`src/sv/bspl_pkg.sv`:
```
// Package of the boot sector partition locator: constants, types and helper functions.
package bspl_pkg;

    localparam int SECTOR_BYTES  = 512;
    localparam int TABLE_ENTRIES = 4;
    localparam int TABLE_BASE    = 446;
    localparam int ENTRY_BYTES   = 16;

    localparam logic [8:0] FIRST_OFFSET      = 9'd0;
    localparam logic [8:0] LAST_OFFSET       = 9'(SECTOR_BYTES - 1);
    localparam logic [8:0] SIG_OFFSET        = 9'(SECTOR_BYTES - 2);
    localparam logic [8:0] MAGIC_LOW_OFFSET  = 9'd56;
    localparam logic [8:0] MAGIC_HIGH_OFFSET = 9'd57;
    localparam logic [8:0] TABLE_FIRST       = 9'(TABLE_BASE);
    localparam logic [8:0] TABLE_END         = 9'(TABLE_BASE + TABLE_ENTRIES * ENTRY_BYTES);

    // Byte positions inside one partition table entry.
    localparam logic [3:0] ENTRY_TYPE_POS = 4'd4;
    localparam logic [3:0] ENTRY_LAST_POS = 4'(ENTRY_BYTES - 1);
    localparam logic [1:0] ENTRY_START_GRP  = 2'b10;
    localparam logic [1:0] ENTRY_LENGTH_GRP = 2'b11;

    localparam logic [7:0] MAGIC_LOW  = 8'h53;
    localparam logic [7:0] MAGIC_HIGH = 8'hEF;
    localparam logic [7:0] SIG_FIRST  = 8'h55;
    localparam logic [7:0] SIG_SECOND = 8'hAA;
    localparam logic [7:0] LINUX_TYPE = 8'h83;

    localparam logic [31:0] MIN_DEVICE  = 32'd4;
    localparam logic [31:0] DEFAULT_CAP = 32'd4096;

    localparam logic KIND_SUPER = 1'b0;
    localparam logic KIND_MBR   = 1'b1;

    typedef enum logic [2:0] {
        ST_RAW_EXT2 = 3'd0,
        ST_NEED_MBR = 3'd1,
        ST_PART     = 3'd2,
        ST_WHOLE    = 3'd3,
        ST_REJECT   = 3'd4
    } status_t;

    typedef enum logic {
        REG_DEVICE_SECTORS = 1'b0,
        REG_SECTOR_CAP     = 1'b1
    } cfg_reg_t;

    typedef struct packed {
        logic [7:0] data_byte;
        logic [8:0] byte_offset;
        logic       sector_kind;
    } item_t;

    typedef struct packed {
        status_t     status;
        logic [31:0] start_offset;
        logic [31:0] usable_sectors;
    } result_t;

    typedef struct packed {
        logic [31:0] device_sectors;
        logic [31:0] sector_cap;
    } settings_t;

    // Replaces one byte lane of a little-endian word.
    function automatic logic [31:0] put_lane(input logic [31:0] word, input logic [1:0] lane,
                                             input logic [7:0] b);
        logic [31:0] r;
        r = word;
        case (lane)
            2'd0:    r[7:0]   = b;
            2'd1:    r[15:8]  = b;
            2'd2:    r[23:16] = b;
            default: r[31:24] = b;
        endcase
        return r;
    endfunction

endpackage

```
`src/sv/bspl_in_if.sv`:
```
// Channel that carries sector bytes into the locator.
interface bspl_in_if;
    logic       valid;
    logic       ready;
    logic [7:0] data_byte;
    logic [8:0] byte_offset;
    logic       sector_kind;

    modport source (output valid, output data_byte, output byte_offset, output sector_kind,
                    input ready);
    modport sink (input valid, input data_byte, input byte_offset, input sector_kind,
                  output ready);
endinterface

```
`src/sv/bspl_out_if.sv`:
```
// Channel that carries locator results out of the block.
interface bspl_out_if;
    logic        valid;
    logic        ready;
    logic [2:0]  status;
    logic [31:0] start_offset;
    logic [31:0] usable_sectors;

    modport source (output valid, output status, output start_offset, output usable_sectors,
                    input ready);
    modport sink (input valid, input status, input start_offset, input usable_sectors,
                  output ready);
endinterface

```
`src/sv/bspl_cfg_if.sv`:
```
// Channel that writes the configuration registers of the locator.
interface bspl_cfg_if;
    logic        valid;
    logic        ready;
    logic [0:0]  index;
    logic [31:0] data;

    modport source (output valid, output index, output data, input ready);
    modport sink (input valid, input index, input data, output ready);
endinterface

```
`src/sv/bspl_cfg_regs.sv`:
```
// Configuration register file of the locator.
module bspl_cfg_regs
    import bspl_pkg::*;
(
    input  logic       clk,
    input  logic       rst_n,
    bspl_cfg_if.sink   cfg,
    output settings_t  settings
);

    settings_t settings_reg;

    assign cfg.ready = 1'b1;
    assign settings  = settings_reg;

    always_ff @(posedge clk or negedge rst_n)
    begin
        if (!rst_n)
        begin
            settings_reg.device_sectors <= '0;
            settings_reg.sector_cap     <= DEFAULT_CAP;
        end
        else if (cfg.valid)
        begin
            case (cfg_reg_t'(cfg.index))
                REG_DEVICE_SECTORS: settings_reg.device_sectors <= cfg.data;
                REG_SECTOR_CAP:     settings_reg.sector_cap     <= cfg.data;
                default:            ;
            endcase
        end
    end

endmodule

```
`src/sv/bspl_in_stage.sv`:
```
// Input register of the locator: holds one accepted byte until the parser takes it.
module bspl_in_stage
    import bspl_pkg::*;
(
    input  logic      clk,
    input  logic      rst_n,
    bspl_in_if.sink   sector_in,
    input  logic      advance,
    output logic      item_valid,
    output item_t     item
);

    logic  valid_reg;
    item_t item_reg;
    logic  load;

    assign sector_in.ready = !valid_reg || advance;
    assign load            = sector_in.valid && sector_in.ready;
    assign item_valid      = valid_reg;
    assign item            = item_reg;

    always_ff @(posedge clk or negedge rst_n)
    begin
        if (!rst_n)
        begin
            valid_reg <= 1'b0;
        end
        else if (load)
        begin
            valid_reg <= 1'b1;
        end
        else if (advance)
        begin
            valid_reg <= 1'b0;
        end
    end

    always_ff @(posedge clk)
    begin
        if (load)
        begin
            item_reg.data_byte   <= sector_in.data_byte;
            item_reg.byte_offset <= sector_in.byte_offset;
            item_reg.sector_kind <= sector_in.sector_kind;
        end
    end

endmodule

```
`src/sv/bspl_parser.sv`:
```
// Sector parser: capture state for both sector kinds and the end-of-sector verdict.
module bspl_parser
    import bspl_pkg::*;
(
    input  logic       clk,
    input  logic       rst_n,
    input  logic       item_valid,
    input  item_t      item,
    input  settings_t  settings,
    input  logic       out_free,
    output logic       advance,
    output logic       res_valid,
    output result_t    res
);

    logic [7:0]  magic_low_reg,  magic_low_next;
    logic [7:0]  magic_high_reg, magic_high_next;
    logic [7:0]  entry_type_reg, entry_type_next;
    logic [31:0] entry_start_reg, entry_start_next;
    logic [31:0] entry_length_reg, entry_length_next;
    logic        match_found_reg, match_found_next;
    logic        match_invalid_reg, match_invalid_next;
    logic [31:0] found_start_reg, found_start_next;
    logic [31:0] found_length_reg, found_length_next;
    logic        sig_first_ok_reg, sig_first_ok_next;

    logic        is_last;
    logic        restart;
    logic        in_table;
    logic [8:0]  table_rel;
    logic [3:0]  pos;
    logic [31:0] dev;
    logic        small_device;
    logic        len_en;
    logic [31:0] len_src;

    assign dev       = settings.device_sectors;
    assign is_last   = item.byte_offset == LAST_OFFSET;
    assign restart   = item.byte_offset == FIRST_OFFSET;
    assign in_table  = item.byte_offset >= TABLE_FIRST && item.byte_offset < TABLE_END;
    assign table_rel = item.byte_offset - TABLE_FIRST;
    assign pos       = table_rel[3:0];
    assign advance   = item_valid && (!is_last || out_free);
    assign res_valid = advance && is_last;
    assign small_device = dev < MIN_DEVICE;

    // Capture updates. The offset-zero byte clears its own kind before anything else.
    always_comb
    begin
        magic_low_next     = magic_low_reg;
        magic_high_next    = magic_high_reg;
        entry_type_next    = entry_type_reg;
        entry_start_next   = entry_start_reg;
        entry_length_next  = entry_length_reg;
        match_found_next   = match_found_reg;
        match_invalid_next = match_invalid_reg;
        found_start_next   = found_start_reg;
        found_length_next  = found_length_reg;
        sig_first_ok_next  = sig_first_ok_reg;

        if (item.sector_kind == KIND_SUPER)
        begin
            if (restart)
            begin
                magic_low_next  = '0;
                magic_high_next = '0;
            end
            if (item.byte_offset == MAGIC_LOW_OFFSET)
            begin
                magic_low_next = item.data_byte;
            end
            if (item.byte_offset == MAGIC_HIGH_OFFSET)
            begin
                magic_high_next = item.data_byte;
            end
        end
        else
        begin
            if (restart)
            begin
                entry_type_next    = '0;
                entry_start_next   = '0;
                entry_length_next  = '0;
                match_found_next   = 1'b0;
                match_invalid_next = 1'b0;
                found_start_next   = '0;
                found_length_next  = '0;
                sig_first_ok_next  = 1'b0;
            end
            if (in_table)
            begin
                if (pos == ENTRY_TYPE_POS)
                begin
                    entry_type_next = item.data_byte;
                end
                else if (pos[3:2] == ENTRY_START_GRP)
                begin
                    entry_start_next = put_lane(entry_start_next, pos[1:0], item.data_byte);
                end
                else if (pos[3:2] == ENTRY_LENGTH_GRP)
                begin
                    entry_length_next = put_lane(entry_length_next, pos[1:0], item.data_byte);
                end
                // The first Linux entry is latched and judged against the device size
                // as it stands when the entry's last byte arrives.
                if (pos == ENTRY_LAST_POS && !match_found_next &&
                    entry_type_next == LINUX_TYPE)
                begin
                    match_found_next   = 1'b1;
                    found_start_next   = entry_start_next;
                    found_length_next  = entry_length_next;
                    match_invalid_next = entry_start_next == '0 || entry_length_next == '0 ||
                                         entry_start_next >= dev ||
                                         entry_length_next > dev - entry_start_next;
                end
            end
            if (item.byte_offset == SIG_OFFSET)
            begin
                sig_first_ok_next = item.data_byte == SIG_FIRST;
            end
        end
    end

    // Verdict at the last byte. That byte touches no capture, so the stored state is final.
    always_comb
    begin
        res.status       = ST_REJECT;
        res.start_offset = '0;
        len_en           = 1'b0;
        len_src          = dev;
        if (small_device)
        begin
            res.status = ST_REJECT;
        end
        else if (item.sector_kind == KIND_SUPER)
        begin
            if (magic_low_reg == MAGIC_LOW && magic_high_reg == MAGIC_HIGH)
            begin
                res.status = ST_RAW_EXT2;
                len_en     = 1'b1;
            end
            else
            begin
                res.status = ST_NEED_MBR;
            end
        end
        else if (!(sig_first_ok_reg && item.data_byte == SIG_SECOND))
        begin
            res.status = ST_WHOLE;
            len_en     = 1'b1;
        end
        else if (!match_found_reg || match_invalid_reg)
        begin
            res.status = ST_REJECT;
        end
        else
        begin
            res.status       = ST_PART;
            res.start_offset = found_start_reg;
            len_src          = found_length_reg;
            len_en           = 1'b1;
        end

        if (!len_en)
        begin
            res.usable_sectors = '0;
        end
        else if (len_src > settings.sector_cap)
        begin
            res.usable_sectors = settings.sector_cap;
        end
        else
        begin
            res.usable_sectors = len_src;
        end
    end

    always_ff @(posedge clk or negedge rst_n)
    begin
        if (!rst_n)
        begin
            magic_low_reg     <= '0;
            magic_high_reg    <= '0;
            entry_type_reg    <= '0;
            entry_start_reg   <= '0;
            entry_length_reg  <= '0;
            match_found_reg   <= 1'b0;
            match_invalid_reg <= 1'b0;
            found_start_reg   <= '0;
            found_length_reg  <= '0;
            sig_first_ok_reg  <= 1'b0;
        end
        else if (advance)
        begin
            magic_low_reg     <= magic_low_next;
            magic_high_reg    <= magic_high_next;
            entry_type_reg    <= entry_type_next;
            entry_start_reg   <= entry_start_next;
            entry_length_reg  <= entry_length_next;
            match_found_reg   <= match_found_next;
            match_invalid_reg <= match_invalid_next;
            found_start_reg   <= found_start_next;
            found_length_reg  <= found_length_next;
            sig_first_ok_reg  <= sig_first_ok_next;
        end
    end

endmodule

```
`src/sv/bspl_out_stage.sv`:
```
// Result register of the locator: holds one result word until the consumer takes it.
module bspl_out_stage
    import bspl_pkg::*;
(
    input  logic       clk,
    input  logic       rst_n,
    input  logic       res_valid,
    input  result_t    res,
    output logic       out_free,
    bspl_out_if.source result
);

    logic    valid_reg;
    result_t res_reg;

    assign out_free              = !valid_reg || result.ready;
    assign result.valid          = valid_reg;
    assign result.status         = res_reg.status;
    assign result.start_offset   = res_reg.start_offset;
    assign result.usable_sectors = res_reg.usable_sectors;

    always_ff @(posedge clk or negedge rst_n)
    begin
        if (!rst_n)
        begin
            valid_reg <= 1'b0;
        end
        else if (res_valid)
        begin
            valid_reg <= 1'b1;
        end
        else if (result.ready)
        begin
            valid_reg <= 1'b0;
        end
    end

    always_ff @(posedge clk)
    begin
        if (res_valid)
        begin
            res_reg <= res;
        end
    end

endmodule

```
`src/sv/boot_sector_partition_locator.sv`:
```
// Top level of the boot sector partition locator.
//
// The block takes the bytes of two 512-byte sectors, one word per byte, each tagged with
// its offset and its kind: kind 0 is LBA 2 (a possible ext2 superblock), kind 1 is LBA 0
// (a possible MBR). Only the word at offset 511 of either kind produces a result word;
// every other byte is simply absorbed into the capture state. For the superblock sector
// the result is raw ext2 (status 0, whole device) when the magic 0xEF53 sits at offsets
// 56 and 57, otherwise "need MBR sector" (status 1). For the MBR sector a missing 55AA
// signature gives status 3 (no table, whole device); with the signature, the first entry
// of type 0x83 is reported as status 2 with its start and clamped length, provided its
// start and length are non-zero and fit inside device_sectors; otherwise status 4. A
// device of fewer than four sectors always gives status 4. Usable sector counts are
// clamped to sector_cap. A byte at offset 0 restarts the captures of its own kind.
// Throughput is one byte per clock while the result register has room: the parsing is a
// single pass of logic between an input register and a result register, so the last byte
// of a sector is held in the input register and its result word is then offered from the
// result register. When the result register is still occupied, a last-byte word waits in
// the input register, and no further byte is accepted until it has moved on. Configuration
// is written through its own channel, which is always ready; it should only be written
// while no sector byte is in flight.
module boot_sector_partition_locator
    import bspl_pkg::*;
(
    input  logic        clk,
    input  logic        rst_n,
    bspl_cfg_if.sink    cfg,
    bspl_in_if.sink     sector_in,
    bspl_out_if.source  result
);

    settings_t settings;
    logic      advance;
    logic      item_valid;
    item_t     item;
    logic      out_free;
    logic      res_valid;
    result_t   res;

    // Register file for device_sectors and sector_cap.
    bspl_cfg_regs u_cfg_regs (
        .clk      (clk),
        .rst_n    (rst_n),
        .cfg      (cfg),
        .settings (settings)
    );

    // Input register: accepts a new byte whenever it is empty or the held one moves on this cycle.
    bspl_in_stage u_in_stage (
        .clk        (clk),
        .rst_n      (rst_n),
        .sector_in  (sector_in),
        .advance    (advance),
        .item_valid (item_valid),
        .item       (item)
    );

    // Capture state and verdict logic; only a last byte needs room in the result register.
    bspl_parser u_parser (
        .clk        (clk),
        .rst_n      (rst_n),
        .item_valid (item_valid),
        .item       (item),
        .settings   (settings),
        .out_free   (out_free),
        .advance    (advance),
        .res_valid  (res_valid),
        .res        (res)
    );

    // Result register towards the consumer.
    bspl_out_stage u_out_stage (
        .clk       (clk),
        .rst_n     (rst_n),
        .res_valid (res_valid),
        .res       (res),
        .out_free  (out_free),
        .result    (result)
    );

endmodule

```
`src/flat_wrapper.sv`:
```
// flat-port wrapper written by rule: the top's interface ports become plain ports
module boot_sector_partition_locator_flat import bspl_pkg::*;
  (clk, rst_n, cfg_valid, cfg_index, cfg_data, cfg_ready, sector_in_valid, sector_in_data_byte, sector_in_byte_offset, sector_in_sector_kind, sector_in_ready, result_valid, result_status, result_start_offset, result_usable_sectors, result_ready);
  bspl_cfg_if cfg_i ();
  bspl_in_if sector_in_i ();
  bspl_out_if result_i ();
  input  logic clk;
  input  logic rst_n;
  input wire logic [$bits(cfg_i.valid)-1:0] cfg_valid;
  input wire logic [$bits(cfg_i.index)-1:0] cfg_index;
  input wire logic [$bits(cfg_i.data)-1:0] cfg_data;
  output wire logic [$bits(cfg_i.ready)-1:0] cfg_ready;
  input wire logic [$bits(sector_in_i.valid)-1:0] sector_in_valid;
  input wire logic [$bits(sector_in_i.data_byte)-1:0] sector_in_data_byte;
  input wire logic [$bits(sector_in_i.byte_offset)-1:0] sector_in_byte_offset;
  input wire logic [$bits(sector_in_i.sector_kind)-1:0] sector_in_sector_kind;
  output wire logic [$bits(sector_in_i.ready)-1:0] sector_in_ready;
  output wire logic [$bits(result_i.valid)-1:0] result_valid;
  output wire logic [$bits(result_i.status)-1:0] result_status;
  output wire logic [$bits(result_i.start_offset)-1:0] result_start_offset;
  output wire logic [$bits(result_i.usable_sectors)-1:0] result_usable_sectors;
  input wire logic [$bits(result_i.ready)-1:0] result_ready;
  assign cfg_i.valid = cfg_valid;
  assign cfg_i.index = cfg_index;
  assign cfg_i.data = cfg_data;
  assign cfg_ready = cfg_i.ready;
  assign sector_in_i.valid = sector_in_valid;
  assign sector_in_i.data_byte = sector_in_data_byte;
  assign sector_in_i.byte_offset = sector_in_byte_offset;
  assign sector_in_i.sector_kind = sector_in_sector_kind;
  assign sector_in_ready = sector_in_i.ready;
  assign result_valid = result_i.valid;
  assign result_status = result_i.status;
  assign result_start_offset = result_i.start_offset;
  assign result_usable_sectors = result_i.usable_sectors;
  assign result_i.ready = result_ready;
  boot_sector_partition_locator u_core (.clk(clk), .rst_n(rst_n), .cfg(cfg_i), .sector_in(sector_in_i), .result(result_i));
endmodule
```
`config.mk`:
```
export PLATFORM = sky130hd
export DESIGN_NAME = boot_sector_partition_locator_flat
export DESIGN_NICKNAME = d
export VERILOG_FILES = /design/src/sv/bspl_pkg.sv /design/src/sv/bspl_in_if.sv /design/src/sv/bspl_out_if.sv /design/src/sv/bspl_cfg_if.sv /design/src/sv/bspl_cfg_regs.sv /design/src/sv/bspl_in_stage.sv /design/src/sv/bspl_parser.sv /design/src/sv/bspl_out_stage.sv /design/src/sv/boot_sector_partition_locator.sv /design/src/flat_wrapper.sv
export SDC_FILE = /design/constraint.sdc
export NUM_CORES = 1
export LEC_CHECK = 0
export ABC_AREA = 1
export ABC_CLOCK_PERIOD_IN_PS = 6000
export BUFFER_PORTS_ARGS = -buffer_cell sky130_fd_sc_hd__buf_2
export CAP_MARGIN = 5
export CORE_UTILIZATION = 34
export DETAILED_ROUTE_END_ITERATION = 10
export PLACE_DENSITY_LB_ADDON = 0.2
export SLEW_MARGIN = 20
export SYNTH_ARGS = -nofsm -noshare
export SYNTH_HDL_FRONTEND = slang
export SYNTH_HIERARCHICAL = 1
export SYNTH_SLANG_ARGS = --single-unit
```
`constraint.sdc`:
```
create_clock -name clk -period 6 [get_ports clk]
set_input_delay 0.6 -clock clk [delete_from_list [all_inputs] [get_ports clk]]
set_output_delay 0.6 -clock clk [all_outputs]
set_load 0.03 [all_outputs]
```
==> reports/qor.yml <==
clocking:
  numCtsBuffers: 39
  tritoncts: "done"
  postCtsResizedCells: 0
  clockBufferDepth: 3
  cts.sinks: 306
  root_buffer: "clkbuf_16"
  clkTransAtPathRegs_ns: 0.06
  cts_max_level: 2
  postCtsSetupRepairBufs: 0
  worst_skew_pair.late_latency_ns: 0.57
pwr:
  p_seq_frac: 0.344
  cellLeakagePower_nw: 10.4
  p_sw_frac: 0.379
  power_density_nw_per_um2: 349
  power_frac_comb: 0.345
  p_switching_mw: 2.80
  p_int_mw: 4.59
  clockPowerShare: 0.311
  vdd_drop_max_uv: 171
worst_setup_path:
  critical_path_class: "register to register"
  crit_buf_inv: 5
  path_max_fanout: 14
  cp.arrival_ns: 5.94
  required_ns: 6.46
  cp_top_family: "simple AND/OR/NAND/NOR gates"
  start_kind: "register"
  cp_slowest_stage_delay_ns: 0.49
  endpoint_kind: "register"
  crit_slowest_cell: "edfxtp_1"
  cp_common_cell: "nand2_1"
sta:
  period_share: 0.914
  final_hold_viol_count: 0
  worst_slack_ns: 0.516
  timing.final.crit_period_ns: 5.48
  clock.fmax_mhz: 182
  setup_viol: 0
  tns_ns: 0
  slew_viol_final: 0
  finalClockSkew_ns: 0.0210
  worstMarginPinSlew_ns: 1.06
  slew_headroom: 0.294
  rsz0062_at_grt: "no"
die:
  design.core.area_um2: 54000
  ioPinCount: 126
  initial_core_util: 0.345
  fp.dieW_um: 236
  dieArea_um2: 55800
  rows: 85
  fp.dieH_um: 236
routing:
  firstDrtPassIters: 6
  wl_um: 64100
  ant_nets: 0
  wl_per_cell_um: 20.1
  route.detailed.drc: 0
  routed_via_density: 5.28
  vias: 16800
  drt_iter0_drc: 1510
global_routing:
  grt_max_degree: 101
  overflow: 0
  grt_pass1_wl_um: 97600
  track_usage: 0.229
  antenna_found_initial: 1
  grt_pass1_vias: 16000
logic_synthesis:
  synth-edff-count: 85
  ys_ff_latch: 306
  syn_avg_cell_area_um2: 7.93
  synth_cell_types: 58
  ys_warn_count: 6
  netlist_area_um2: 18700
  ys.flop_type: "dfrtp_1"
  ys_async_sr_fraction: 0.722
  postSynthCellCount: 2353
  syn-num-nets: 2506
  seq_area_frac_synth: 0.433
final_layout:
  seqCellArea_um2: 8080
  area_growth_pct: 13.6
  final_nets: 2612
  drive_above_1_share: 0.129
  multiInputGateArea_um2: 9010
  largest_reg_flops: 64
  antenna_cells: 0
  nFillCells: 5597
placed_design:
  gp_congestion: 0.939
  dp_hpwl_um: 46800
  post-place-ws_ns: 0.575
  port_buffers: 124
run:
  maxCapViolCount: 0
worst_hold_path:
  hold_class: "input port to register"
outcome:
  run_status: "complete, no violations"
==> area by class of cell <==
type,count,area share
inverters,240,0.0425
clock inverters,14,0.00602
flip-flops and latches,306,0.382
clock buffers,58,0.0524
well taps,696,0.0411
multi-input cells,1690,0.425
repair buffers,182,0.0510
==> synth_stat cells, types with 2 or more instances <==
cell / count / area (um^2)
nor4_1: 10 / 62.6
o21ai_2: 3 / 26.3
inv_2: 7 / 26.3
nand3_1: 116 / 581
nand2_4: 2 / 22.5
o22ai_1: 3 / 18.8
o22ai_2: 39 / 488
nor2_2: 6 / 37.5
inv_1: 233 / 875
xnor2_1: 18 / 158
o31ai_1: 10 / 75.1
nor2_4: 3 / 33.8
o22a_1: 25 / 219
nand4_1: 28 / 175
buf_8: 3 / 45.0
dfrtp_1: 220 / 5510
a21boi_0: 2 / 15.0
o21a_1: 4 / 30.0
nor2_1: 230 / 863
clkbuf_8: 3 / 41.3
nand3b_1: 3 / 22.5
clkbuf_1: 62 / 233
o21ai_1: 22 / 110
nand2_1: 568 / 2130
ha_1: 96 / 1200
a21oi_1: 136 / 681
buf_1: 8 / 30.0
a31oi_1: 18 / 113
buf_6: 18 / 203
nor3_1: 12 / 60.1
buf_2: 17 / 85.1
buf_4: 4 / 30.0
o21bai_1: 4 / 30.0
edfxtp_1: 85 / 2550
o211ai_1: 13 / 97.6
a211oi_1: 3 / 22.5
a21o_1: 2 / 15.0
nand2_2: 9 / 56.3
xor2_1: 4 / 35.0
o21ai_0: 286 / 1430
==> through the flow <==
stage / total power, mW / hold slack (ns) / util / area, um^2 / cells
finish: 7.39 / 0.208 / 0.392 / 21200 / 3186
CTS: 7.44 / 0.184 / 0.392 / 21200 / 3186
global route: 7.88 / 0.192 / 0.392 / 21200 / 3186
global placement: 5.08 / 0.461 / 0.369 / 19900 / 3113
floorplan: 4.24 / 0.304 / - / 18700 / 2353
detailed placement: 5.10 / 0.462 / 0.369 / 19900 / 3113
==> path summary, 6_finish.rpt <==
check,startpoint,end,slack [ns],cells after the start
hold reg to reg,u_core/u_cfg_regs/settings[11]$_DFFE_PN0P_,u_core/u_cfg_regs/settings[11]$_DFFE_PN0P_,0.48,2
min in group asynchronous,rst_n,u_core/u_out_stage/result.valid$_DFFE_PN0P_,0.54,2
setup / recovery,u_core/u_in_stage/item[2]$_DFFE_PP_,u_core/u_parser/match_invalid_reg$_DFFE_PN0P_,0.52,32
setup reg to reg,u_core/u_in_stage/item[2]$_DFFE_PP_,u_core/u_parser/match_invalid_reg$_DFFE_PN0P_,0.52,32
hold / removal,sector_in_sector_kind,u_core/u_in_stage/item[0]$_DFFE_PP_,0.21,1
max in group asynchronous,rst_n,u_core/u_parser/found_length_reg[23]$_DFFE_PN0P_,4.11,3
==> routing by layer <==
layer	routed length [um]	part of all wire	GRT usage
met1	28100	0.44	0.307
met2	30300	0.47	0.377
met3	4010	0.063	0.0397
met4	1660	0.026	0.0667
met5	13	0.00020	0
==> cell usage in the layout, fill, tap and decap left out, types with 12 or more instances in the layout <==
master	count
o21ai_1	22
o22a_1	25
nand4_1	28
inv_1	230
nand2_1	566
nor3_1	12
buf_2	123
clkbuf_1	15
a21oi_1	135
buf_4	56
ha_1	96
xnor2_1	18
clkbuf_16	41
o211ai_1	13
dfrtp_1	220
nor2_1	229
a31oi_1	18
nand3_1	115
o22ai_2	39
o21ai_0	286
edfxtp_1	85
==> cell families (layout without fill, tap and decap cells) <==
kind of cell | after synthesis | after routing | share of synthesized area
AND/OR/NAND/NOR | 993 | 993 | 0.221
AO/OA/AOI/OAI | 577 | 577 | 0.184
buffers and inverters | 357 | 494 | 0.0855
flip-flops | 306 | 306 | 0.433
adder cells (fa/ha/maj) | 97 | 97 | 0.0655
XOR/XNOR | 22 | 22 | 0.0103
other | 1 | 1 | 0.000201
==> repair_timing <==
| item | in CTS | in global routing |
|---|---|---|
| hold buffers | 1 | 0 |
| hold endpoints to repair | 52 | 0 |
| setup endpoints to repair | 0 | 0 |
==> power by group through the flow <==
stage / clock network (mW) / registers, mW / logic [mW]
floorplan: 0 / 2.53 / 1.71
global placement: 0 / 2.58 / 2.50
detailed placement: 0 / 2.58 / 2.52
CTS: 2.36 / 2.55 / 2.53
global route: 2.44 / 2.58 / 2.87
finish: 2.30 / 2.55 / 2.55
No activity file was read; power rests on OpenSTA's default activity.
